### src/design/ppm_pkg.sv
// ----------------------------------------------------------------------------
// PPM P3 parser package
// Shared types and constants for the ASCII pixel parser.
// ----------------------------------------------------------------------------
package ppm_pkg;

   localparam int DIM_W   = 13;
   localparam int ACC_W   = 32;
   localparam int MAX_DIM = 4096;

   localparam logic [7:0] ALPHA_OPAQUE = 8'hFF;

   localparam logic [7:0] CH_TAB   = 8'h09;
   localparam logic [7:0] CH_LF    = 8'h0A;
   localparam logic [7:0] CH_VT    = 8'h0B;
   localparam logic [7:0] CH_FF    = 8'h0C;
   localparam logic [7:0] CH_CR    = 8'h0D;
   localparam logic [7:0] CH_SPACE = 8'h20;
   localparam logic [7:0] CH_PLUS  = 8'h2B;
   localparam logic [7:0] CH_MINUS = 8'h2D;
   localparam logic [7:0] CH_ZERO  = 8'h30;
   localparam logic [7:0] CH_NINE  = 8'h39;
   localparam logic [7:0] CH_THREE = 8'h33;
   localparam logic [7:0] CH_P     = 8'h50;

   typedef enum logic [2:0] {
      ST_MAGIC_P    = 3'd0,
      ST_MAGIC_3    = 3'd1,
      ST_MAGIC_REST = 3'd2,
      ST_WIDTH      = 3'd3,
      ST_HEIGHT     = 3'd4,
      ST_MAXVAL     = 3'd5,
      ST_PIXELS     = 3'd6,
      ST_DONE       = 3'd7
   } stage_type;

   typedef enum logic [1:0] {
      PH_PRE_SIGN = 2'd0,
      PH_SIGNED   = 2'd1,
      PH_DIGITS   = 2'd2,
      PH_ENDED    = 2'd3
   } phase_type;

   typedef enum logic [2:0] {
      KIND_HEADER    = 3'd0,
      KIND_PIXEL     = 3'd1,
      KIND_BAD_MAGIC = 3'd2,
      KIND_TOO_LARGE = 3'd3,
      KIND_TRUNCATED = 3'd4
   } kind_type;

   // token number state, atoi style
   typedef struct packed {
      phase_type          phase;
      logic               negative;
      logic [ACC_W-1:0]   acc;
   } num_type;

   typedef struct packed {
      logic               valid;
      kind_type           kind;
      logic [DIM_W-1:0]   width;
      logic [DIM_W-1:0]   height;
      logic [7:0]         red;
      logic [7:0]         green;
      logic [7:0]         blue;
      logic [7:0]         alpha;
      logic               last;
   } result_type;

endpackage

### src/design/ppm_num.sv
// ----------------------------------------------------------------------------
// PPM token number accumulator
// Folds one token character into the atoi-style number state.
// ----------------------------------------------------------------------------
module ppm_num (
   input  logic             token_start,
   input  logic [7:0]       data_char,
   input  ppm_pkg::num_type num_cur,
   output ppm_pkg::num_type num_next
);
   import ppm_pkg::*;

   num_type          base;
   logic             is_digit;
   logic [3:0]       digit;
   logic [ACC_W-1:0] acc_times_ten;

   always_comb begin
      if (token_start) begin
         base = '{phase: PH_PRE_SIGN, negative: 1'b0, acc: '0};
      end else begin
         base = num_cur;
      end
   end

   assign is_digit      = (data_char >= CH_ZERO) && (data_char <= CH_NINE);
   assign digit         = data_char[3:0];
   // acc * 10 + d, wraps mod 2^32
   assign acc_times_ten = {base.acc[ACC_W-4:0], 3'b000} + {base.acc[ACC_W-2:0], 1'b0}
                          + {{(ACC_W-4){1'b0}}, digit};

   always_comb begin
      num_next = base;
      unique case (base.phase)
         PH_PRE_SIGN: begin
            if ((data_char == CH_CR) || (data_char == CH_VT) || (data_char == CH_FF)) begin
               num_next = base;
            end else if ((data_char == CH_PLUS) || (data_char == CH_MINUS)) begin
               num_next.negative = (data_char == CH_MINUS);
               num_next.phase    = PH_SIGNED;
            end else if (is_digit) begin
               num_next.acc   = {{(ACC_W-4){1'b0}}, digit};
               num_next.phase = PH_DIGITS;
            end else begin
               num_next.phase = PH_ENDED;
            end
         end
         PH_SIGNED, PH_DIGITS: begin
            if (is_digit) begin
               num_next.acc   = acc_times_ten;
               num_next.phase = PH_DIGITS;
            end else begin
               num_next.phase = PH_ENDED;
            end
         end
         PH_ENDED: begin
            num_next = base;
         end
      endcase
   end

endmodule

### src/design/ppm_ascii_pixel_parser_unit.sv
// ----------------------------------------------------------------------------
// PPM P3 ASCII pixel parser
// Parses a plain-text P3 image file one byte per item into header, pixel
// and error results.
// ----------------------------------------------------------------------------
// One file byte is taken per cycle, every cycle, as long as the result
// register is empty or is being drained in the same cycle. Each byte is
// parsed in the cycle it is accepted (token split, atoi-style accumulate,
// field dispatch); a result it causes is registered, shows on the rsp side in the
// next cycle and stays until taken. Mark the first byte of a file with req_tuser and
// the last with req_tlast; a file that ends early gives a truncated result.
module ppm_ascii_pixel_parser_unit #(
   parameter int DIM_LIMIT = ppm_pkg::MAX_DIM
) (
   input  logic        clock,
   input  logic        reset,
   input  logic        req_tvalid,
   output logic        req_tready,
   input  logic [7:0]  req_tdata,   // data_byte[7:0]
   input  logic        req_tuser,   // first_byte
   input  logic        req_tlast,   // final_byte
   output logic        rsp_tvalid,
   input  logic        rsp_tready,
   output logic [63:0] rsp_tdata,   // image_width[12:0], image_height[25:13], red[33:26],
                                    // green[41:34], blue[49:42], alpha[57:50], zero[63:58]
   output logic [2:0]  rsp_tuser,   // kind[2:0]
   output logic        rsp_tlast    // last_pixel
);
   import ppm_pkg::*;

   // parse state
   stage_type        stage_ff,  stage_in;
   logic             inside_ff, inside_in;
   num_type          num_ff,    num_in;
   logic [DIM_W-1:0] width_ff,  width_in;
   logic [DIM_W-1:0] height_ff, height_in;
   logic [1:0]       chan_ff,   chan_in;
   logic [7:0]       red_ff,    red_in;
   logic [7:0]       green_ff,  green_in;
   logic [DIM_W-1:0] col_ff,    col_in;
   logic [DIM_W-1:0] row_ff,    row_in;

   // result register
   logic             rsp_valid_ff, rsp_valid_in;
   result_type       rsp_res_ff;

   logic             accept;
   logic [7:0]       data_char;
   logic             is_sep;

   stage_type        cur_stage;
   logic             cur_inside;
   num_type          num_fed;

   stage_type        stage_a;
   logic             inside_a;
   num_type          num_a;
   logic             bad_magic;
   logic             close_main;
   logic             close_final;
   logic             do_close;
   stage_type        stage_c;

   logic [ACC_W-1:0] value;
   logic             value_neg;
   logic             value_big;
   logic [DIM_W-1:0] dim;
   logic             empty_image;
   logic [DIM_W:0]   col_inc;
   logic [DIM_W:0]   row_inc;
   logic             is_last;
   logic             col_wrap;

   result_type       res;

   assign accept     = req_tvalid && req_tready;
   assign req_tready = !rsp_valid_ff || rsp_tready;
   assign data_char  = req_tdata;
   assign is_sep     = (data_char == CH_SPACE) || (data_char == CH_LF) || (data_char == CH_TAB);

   // first byte restarts the parse
   assign cur_stage  = req_tuser ? ST_MAGIC_P : stage_ff;
   assign cur_inside = req_tuser ? 1'b0 : inside_ff;

   ppm_num u_num (
      .token_start (!cur_inside),
      .data_char   (data_char),
      .num_cur     (num_ff),
      .num_next    (num_fed)
   );

   // byte step: magic check, token split
   always_comb begin
      stage_a    = cur_stage;
      inside_a   = cur_inside;
      num_a      = num_ff;
      bad_magic  = 1'b0;
      close_main = 1'b0;
      unique case (cur_stage)
         ST_MAGIC_P: begin
            if (data_char == CH_P) begin
               stage_a = ST_MAGIC_3;
            end else begin
               stage_a   = ST_DONE;
               bad_magic = 1'b1;
            end
         end
         ST_MAGIC_3: begin
            if (data_char == CH_THREE) begin
               stage_a        = ST_MAGIC_REST;
               inside_a       = 1'b1;
               num_a.phase    = PH_ENDED;
            end else begin
               stage_a   = ST_DONE;
               bad_magic = 1'b1;
            end
         end
         ST_DONE: begin
            stage_a = ST_DONE;
         end
         default: begin
            if (is_sep) begin
               if (cur_inside) begin
                  inside_a   = 1'b0;
                  close_main = 1'b1;
               end
            end else begin
               inside_a = 1'b1;
               num_a    = num_fed;
            end
         end
      endcase
   end

   // token close: final byte closes a token left open
   assign close_final = req_tlast && inside_a && (stage_a != ST_MAGIC_P)
                        && (stage_a != ST_MAGIC_3) && (stage_a != ST_DONE);
   assign do_close    = close_main || close_final;

   assign value       = num_a.negative ? (ACC_W'(0) - num_a.acc) : num_a.acc;
   assign value_neg   = value[ACC_W-1];
   assign value_big   = !value_neg && (value > ACC_W'(DIM_LIMIT));
   assign dim         = value_neg ? '0 : value[DIM_W-1:0];
   assign empty_image = (width_ff == '0) || (dim == '0);

   assign col_inc  = {1'b0, col_ff} + (DIM_W+1)'(1);
   assign row_inc  = {1'b0, row_ff} + (DIM_W+1)'(1);
   assign is_last  = (col_inc == {1'b0, width_ff}) && (row_inc == {1'b0, height_ff});
   assign col_wrap = (col_inc[DIM_W-1:0] >= width_ff);

   // next state
   always_comb begin
      stage_c   = stage_a;
      width_in  = width_ff;
      height_in = height_ff;
      chan_in   = chan_ff;
      red_in    = red_ff;
      green_in  = green_ff;
      col_in    = col_ff;
      row_in    = row_ff;
      if (do_close) begin
         unique case (stage_a)
            ST_MAGIC_REST: begin
               stage_c = ST_WIDTH;
            end
            ST_WIDTH: begin
               if (value_big) begin
                  stage_c = ST_DONE;
               end else begin
                  width_in = dim;
                  stage_c  = ST_HEIGHT;
               end
            end
            ST_HEIGHT: begin
               if (value_big) begin
                  stage_c = ST_DONE;
               end else begin
                  height_in = dim;
                  stage_c   = empty_image ? ST_DONE : ST_MAXVAL;
               end
            end
            ST_MAXVAL: begin
               stage_c = ST_PIXELS;
               chan_in = 2'd0;
               col_in  = '0;
               row_in  = '0;
            end
            ST_PIXELS: begin
               if (chan_ff == 2'd0) begin
                  red_in  = value[7:0];
                  chan_in = 2'd1;
               end else if (chan_ff == 2'd1) begin
                  green_in = value[7:0];
                  chan_in  = 2'd2;
               end else begin
                  chan_in = 2'd0;
                  if (is_last) begin
                     stage_c = ST_DONE;
                  end else if (col_wrap) begin
                     col_in = '0;
                     row_in = row_inc[DIM_W-1:0];
                  end else begin
                     col_in = col_inc[DIM_W-1:0];
                  end
               end
            end
            default: begin
               stage_c = stage_a;
            end
         endcase
      end
      stage_in  = req_tlast ? ST_DONE : stage_c;
      inside_in = req_tlast ? 1'b0 : inside_a;
      num_in    = num_a;
   end

   // result
   always_comb begin
      res       = '0;
      res.kind  = KIND_HEADER;
      if (do_close) begin
         unique case (stage_a)
            ST_WIDTH: begin
               if (value_big) begin
                  res.valid = 1'b1;
                  res.kind  = KIND_TOO_LARGE;
               end
            end
            ST_HEIGHT: begin
               res.valid = 1'b1;
               if (value_big) begin
                  res.kind = KIND_TOO_LARGE;
               end else begin
                  res.kind   = KIND_HEADER;
                  res.width  = width_ff;
                  res.height = dim;
                  res.last   = empty_image;
               end
            end
            ST_PIXELS: begin
               if ((chan_ff != 2'd0) && (chan_ff != 2'd1)) begin
                  res.valid  = 1'b1;
                  res.kind   = KIND_PIXEL;
                  res.width  = width_ff;
                  res.height = height_ff;
                  res.red    = red_ff;
                  res.green  = green_ff;
                  res.blue   = value[7:0];
                  res.alpha  = ALPHA_OPAQUE;
                  res.last   = is_last;
               end
            end
            default: begin
               res.valid = 1'b0;
            end
         endcase
      end
      if (bad_magic) begin
         res       = '0;
         res.valid = 1'b1;
         res.kind  = KIND_BAD_MAGIC;
      end
      if (req_tlast) begin
         if ((stage_a == ST_MAGIC_P) || (stage_a == ST_MAGIC_3)) begin
            res       = '0;
            res.valid = 1'b1;
            res.kind  = KIND_BAD_MAGIC;
         end else if ((stage_a != ST_DONE) && (stage_c != ST_DONE)) begin
            // file ended before the image was complete
            res       = '0;
            res.valid = 1'b1;
            res.kind  = KIND_TRUNCATED;
         end
      end
   end

   always_comb begin
      if (accept) begin
         rsp_valid_in = res.valid;
      end else if (rsp_tready) begin
         rsp_valid_in = 1'b0;
      end else begin
         rsp_valid_in = rsp_valid_ff;
      end
   end

   always_ff @(posedge clock) begin
      if (reset) begin
         stage_ff     <= ST_MAGIC_P;
         inside_ff    <= 1'b0;
         rsp_valid_ff <= 1'b0;
      end else begin
         rsp_valid_ff <= rsp_valid_in;
         if (accept) begin
            stage_ff  <= stage_in;
            inside_ff <= inside_in;
         end
      end
   end

   always_ff @(posedge clock) begin
      if (accept) begin
         num_ff    <= num_in;
         width_ff  <= width_in;
         height_ff <= height_in;
         chan_ff   <= chan_in;
         red_ff    <= red_in;
         green_ff  <= green_in;
         col_ff    <= col_in;
         row_ff    <= row_in;
         if (res.valid) begin
            rsp_res_ff <= res;
         end
      end
   end

   assign rsp_tvalid = rsp_valid_ff;
   assign rsp_tdata  = {6'b000000, rsp_res_ff.alpha, rsp_res_ff.blue, rsp_res_ff.green,
                        rsp_res_ff.red, rsp_res_ff.height, rsp_res_ff.width};
   assign rsp_tuser  = rsp_res_ff.kind;
   assign rsp_tlast  = rsp_res_ff.last;

endmodule
### config.mk
export PLATFORM = sky130hd
export DESIGN_NAME = ppm_ascii_pixel_parser_unit
export DESIGN_NICKNAME = d
export VERILOG_FILES = /design/src/design/ppm_pkg.sv /design/src/design/ppm_num.sv /design/src/design/ppm_ascii_pixel_parser_unit.sv
export SDC_FILE = /design/constraint.sdc
export NUM_CORES = 1
export LEC_CHECK = 0
export CORE_ASPECT_RATIO = 1.4
export CORE_MARGIN = 5
export CORE_UTILIZATION = 43
export CTS_BUF_LIST = sky130_fd_sc_hd__clkbuf_8
export CTS_CLUSTER_SIZE = 25
export DETAILED_ROUTE_END_ITERATION = 6
export DONT_BUFFER_PORTS = 1
export GPL_TIMING_DRIVEN = 0
export PLACE_DENSITY = 0.65
export SYNTH_ARGS = -nofsm -noshare
export SYNTH_HDL_FRONTEND = slang
export SYNTH_SLANG_ARGS = --single-unit
### constraint.sdc
create_clock -name clock -period 11.1 [get_ports clock]
set_clock_uncertainty 0.1 [all_clocks]
set_input_delay 1.11 -clock clock [delete_from_list [all_inputs] [get_ports clock]]
set_output_delay 1.11 -clock clock [all_outputs]
set_load 0.02 [all_outputs]
==> out/qor.yml <==
min_path:
  min_path_type: "reg2reg"
  worst_hold_startpoint: "chan_ff[0]"
sta:
  final.period_utilization_pct: 88.60
  worst-slew-pin-transition_ns: 1.077
  final_critical_path_setup_slack_ns: 1.266
  slew_violations: 0
  grt_setup_unrepaired: "false"
  finalHoldViolCount: 0
  finalWorstPathRequiredPeriod_ns: 9.834
  final-setup-viol-count: 0
  fin_hold_ws_ns: 0.4872
  timing.slew.headroom_pct: 27.29
  setup_total_negative_slack_ns: 0
  fmax_mhz: 101.7
logic_synthesis:
  synthAdderAreaFrac_pct: 8.188
  ys_types: 102
  synth-simple-area-share_pct: 22.44
  synth-edff-count: 160
  netlist_instances: 1298
  synth_sequential_area_ratio_pct: 39.82
  synth_top_flop_cell: "edfxtp_1"
  dominant_combinational_cell_family_by_area_after_synthesis: "simple AND/OR/NAND/NOR gates"
  synthesis.yosys.warnings: 0
  synth_largest_area_cell: "edfxtp_1"
  synth_top_area_share_pct: 39.01
  syn_avg_cell_area_um2: 9.489
  synthesis.area_um2: 12320
  post_synth_xor_area_fraction_pct: 4.825
  postSynth.asyncResetShare_pct: 0
  synth-compound-area-share_pct: 18.95
  netlist_top_cells_area: "edfxtp_1 39%, ha_1 8.0%, nor2_1 3.7%, a21oi_1 3.0%, xnor2_1 2.7%"
  ys_ff_latch: 165
  synthMuxAreaShare_pct: 0.9244
cts:
  tritoncts: "done"
  hold_buffers: 0
  worstSkewPairLatency_ns: 0.47
  postCtsSetupRepairBufs: 0
  clkSinkCount: 165
  cts_made_buffers: 17
  path_clk_slew_ns: 0.10
  max-clock-path-buffers: 2
  cts_root_buffer: "clkbuf_8"
  clock_tree.htree_level_count: 4
  post_cts_resized: 0
setup_path:
  worstReg2RegStart: "inside_ff"
  cp_cell_sequence: "nor2b_1 > clkbuf_1 > clkbuf_1 > clkbuf_1 > clkbuf_1 > and2_1 > ha_1 > ha_1 > o211ai_1 > o21ai_0 > a31oi_1 > o311ai_0 > xor2_1 > a22o_1 > nor4_1 > or3b_1 > o41a_1 > xor2_2 > a21oi_1 > nor4_2 > buf_4"
  critPathLaunchType: "input pin"
  worstSetupStartpoint: "req_tuser"
  timing.critical_path.max_delay_family: "compound AO/OA/AOI/OAI gates"
  critical_path.most_common_cell: "clkbuf_1"
  reg2reg_to: "width_ff[7]"
  critical_path_peak_fanout: 10
  setup.worst_path.class: "in2reg"
  path_buf_inv: 5
  rr_worst_depth: 21
  crit_end: "width_ff[7]"
  crit_path_end_kind: "register"
  critical_path.slowest_cell: "o311ai_0"
  reg2reg_setup_slack_ns: 1.29
  critical_path_required_ns: 11.17
  critPathMaxStageDelay_ns: 0.99
  total_stage_count_of_the_critical_path: 21
  worst_ep_arrival_time_ns: 9.91
detailed_routing:
  vias_per_cell: 6.030
  vias: 10350
  post_drt_wl_per_cell_um: 20.82
  drt-total-wl_mm: 35.73
  detail-route-antenna-nets: 0
  drtPass1Iterations: 7
  detail_route.iter0.violations: 854
  drc_violations: 1
floorplan:
  design.portCount: 84
  initial_core_util_pct: 43.50
  rows: 73
  design.die.area_um2: 32180
  floorplan.core_area_um2: 28310
  die_height_um: 210.3
  dieWidth_um: 153.0
placement:
  place_hpwl_mm: 27.87
  gp_congestion: 0.9563
  placement.setup.worst_slack_ns: 0.8446
  placed_cells: 1684
  portBuffers: 0
global_route:
  grt_max_degree: 40
  grt_pass1_vias: 10240
  grt_first_pass_wirelength_mm: 56.54
  antenna_found_initial: 0
  globalRoute.totalOverflow: 0
  globalRouteTotalUtil_pct: 21.72
cells_and_area:
  flow.area_growth_from_synthesis_pct: 8.299
  drive_above_1_share_pct: 8.949
  finalNetCount: 1422
  number_of_inserted_diodes: 0
  post_layout_nonfiller_instances: 1716
  postLayoutCoreUtil_pct: 47.11
  layout_common_cells: "160 x edfxtp_1, 122 x nor2_1, 84 x nand2_1"
  layout.cells.most_common: "edfxtp_1"
power_and_ir_drop:
  peakVddDrop_uv: 57.82
  power.density_cell_area_nw_per_um2: 111.2
  leakagePower_nw: 4.886
outcome:
  result_of_the_run: "finished, violations left"
  failed_checks: "DRC"
run:
  max_cap_violations: 0
==> layout make-up <==
cell class / instances / area, um^2
Fill cell: 2720 / 14980
Multi-Input combinational cell: 1004 / 6870
Sequential cell: 165 / 4905
Tap cell: 375 / 469.2
Buffer: 71 / 357.8
Inverter: 63 / 236.5
Clock buffer: 17 / 234.0
Clock inverter: 15 / 183.9
Timing Repair Buffer: 6 / 82.58
==> power by group <==
part           internal (W)  switching, W
Sequential         0.000728     0.0000361
Clock              0.000173      0.000275
Combinational     0.0000852      0.000187
Total              0.000986      0.000498
==> per-stage QoR <==
stage	instance area [um^2]	power [W]
final	13340	0.001484
after global placement	12800	0.001037
after floorplan	12340	0.0009656
after CTS	13340	0.001488
after detailed placement	12920	0.001044
after global routing	13340	0.001540
==> how the worst min path moves through the flow <==
stage	slack, ns	end	cells past startpoint
detailed placement	0.45	chan_ff[0]	1
global placement	0.45	chan_ff[0]	1
global route	0.51	chan_ff[0]	1
CTS	0.48	chan_ff[0]	1
floorplan	0.43	chan_ff[0]	1
finish	0.49	chan_ff[0]	1
==> flip-flops by register name (all words and copies together) (netlist names) <==
signal,count
row_ff,13
col_ff,13
rsp_tuser,3
green_ff,8
height_ff,13
chan_ff,2
rsp_tlast,1
inside_ff,1
width_ff,13
rsp_tdata,51
red_ff,8
num_ff,35
rsp_tvalid,1
stage_ff,3
==> worst register-to-register path: cells and delay by family, from the launching register on <==
family | cells | cell delay [ns]
AOI/OAI and AO/OA | 7 | 3.12
and+or+nand+nor | 5 | 2.23
xor gates and xnor gates | 2 | 0.73
DFF | 1 | 0.53
adders and majority gates | 2 | 0.60
buffers and inverters | 5 | 2.23
==> cell usage after synthesis, types with 8 or more instances <==
library cell  count
nand3_1          40
nand4_1          31
o22ai_1           9
o31ai_1           9
a21o_1           11
and2_1           38
o21ai_0          57
nand2b_1         13
nor2_1          122
nand3b_1          8
o21a_1           13
mux2i_1           8
clkbuf_1         41
a31oi_1          13
a211oi_1         18
nor2b_1          20
inv_1            59
ha_1             79
xor2_1           28
a22oi_1          19
or2_2            11
edfxtp_1        160
xnor2_1          38
nor4_1           14
or3_1             9
a21oi_1          73
nor3_1           37
nor3b_1          24
and3_1           18
o211ai_1         17
nand2_1          84
buf_2            10
buf_4            17
==> routing by layer <==
| layer | global-route usage [%] | vias up | routed length [um] |
|---|---|---|---|
| met2 | 39.52 | 356 | 18370 |
| met1 | 26.35 | 4997 | 14620 |
| met4 | 8.023 | 0 | 1238 |
| li1 | - | 4933 | - |
| met5 | 0 | - | 0 |
| met3 | 2.608 | 61 | 1498 |
==> kinds of logic after synthesis <==
logic type                 after synthesis
xor gates and xnor gates                67
AOI/OAI and AO/OA                      331
buffers and inverters                  134
adders and majority gates               80
muxes                                   11
and+or+nand+nor                        509
other                                    1
DFF                                    165
No activity file was read; power rests on OpenSTA's default activity.
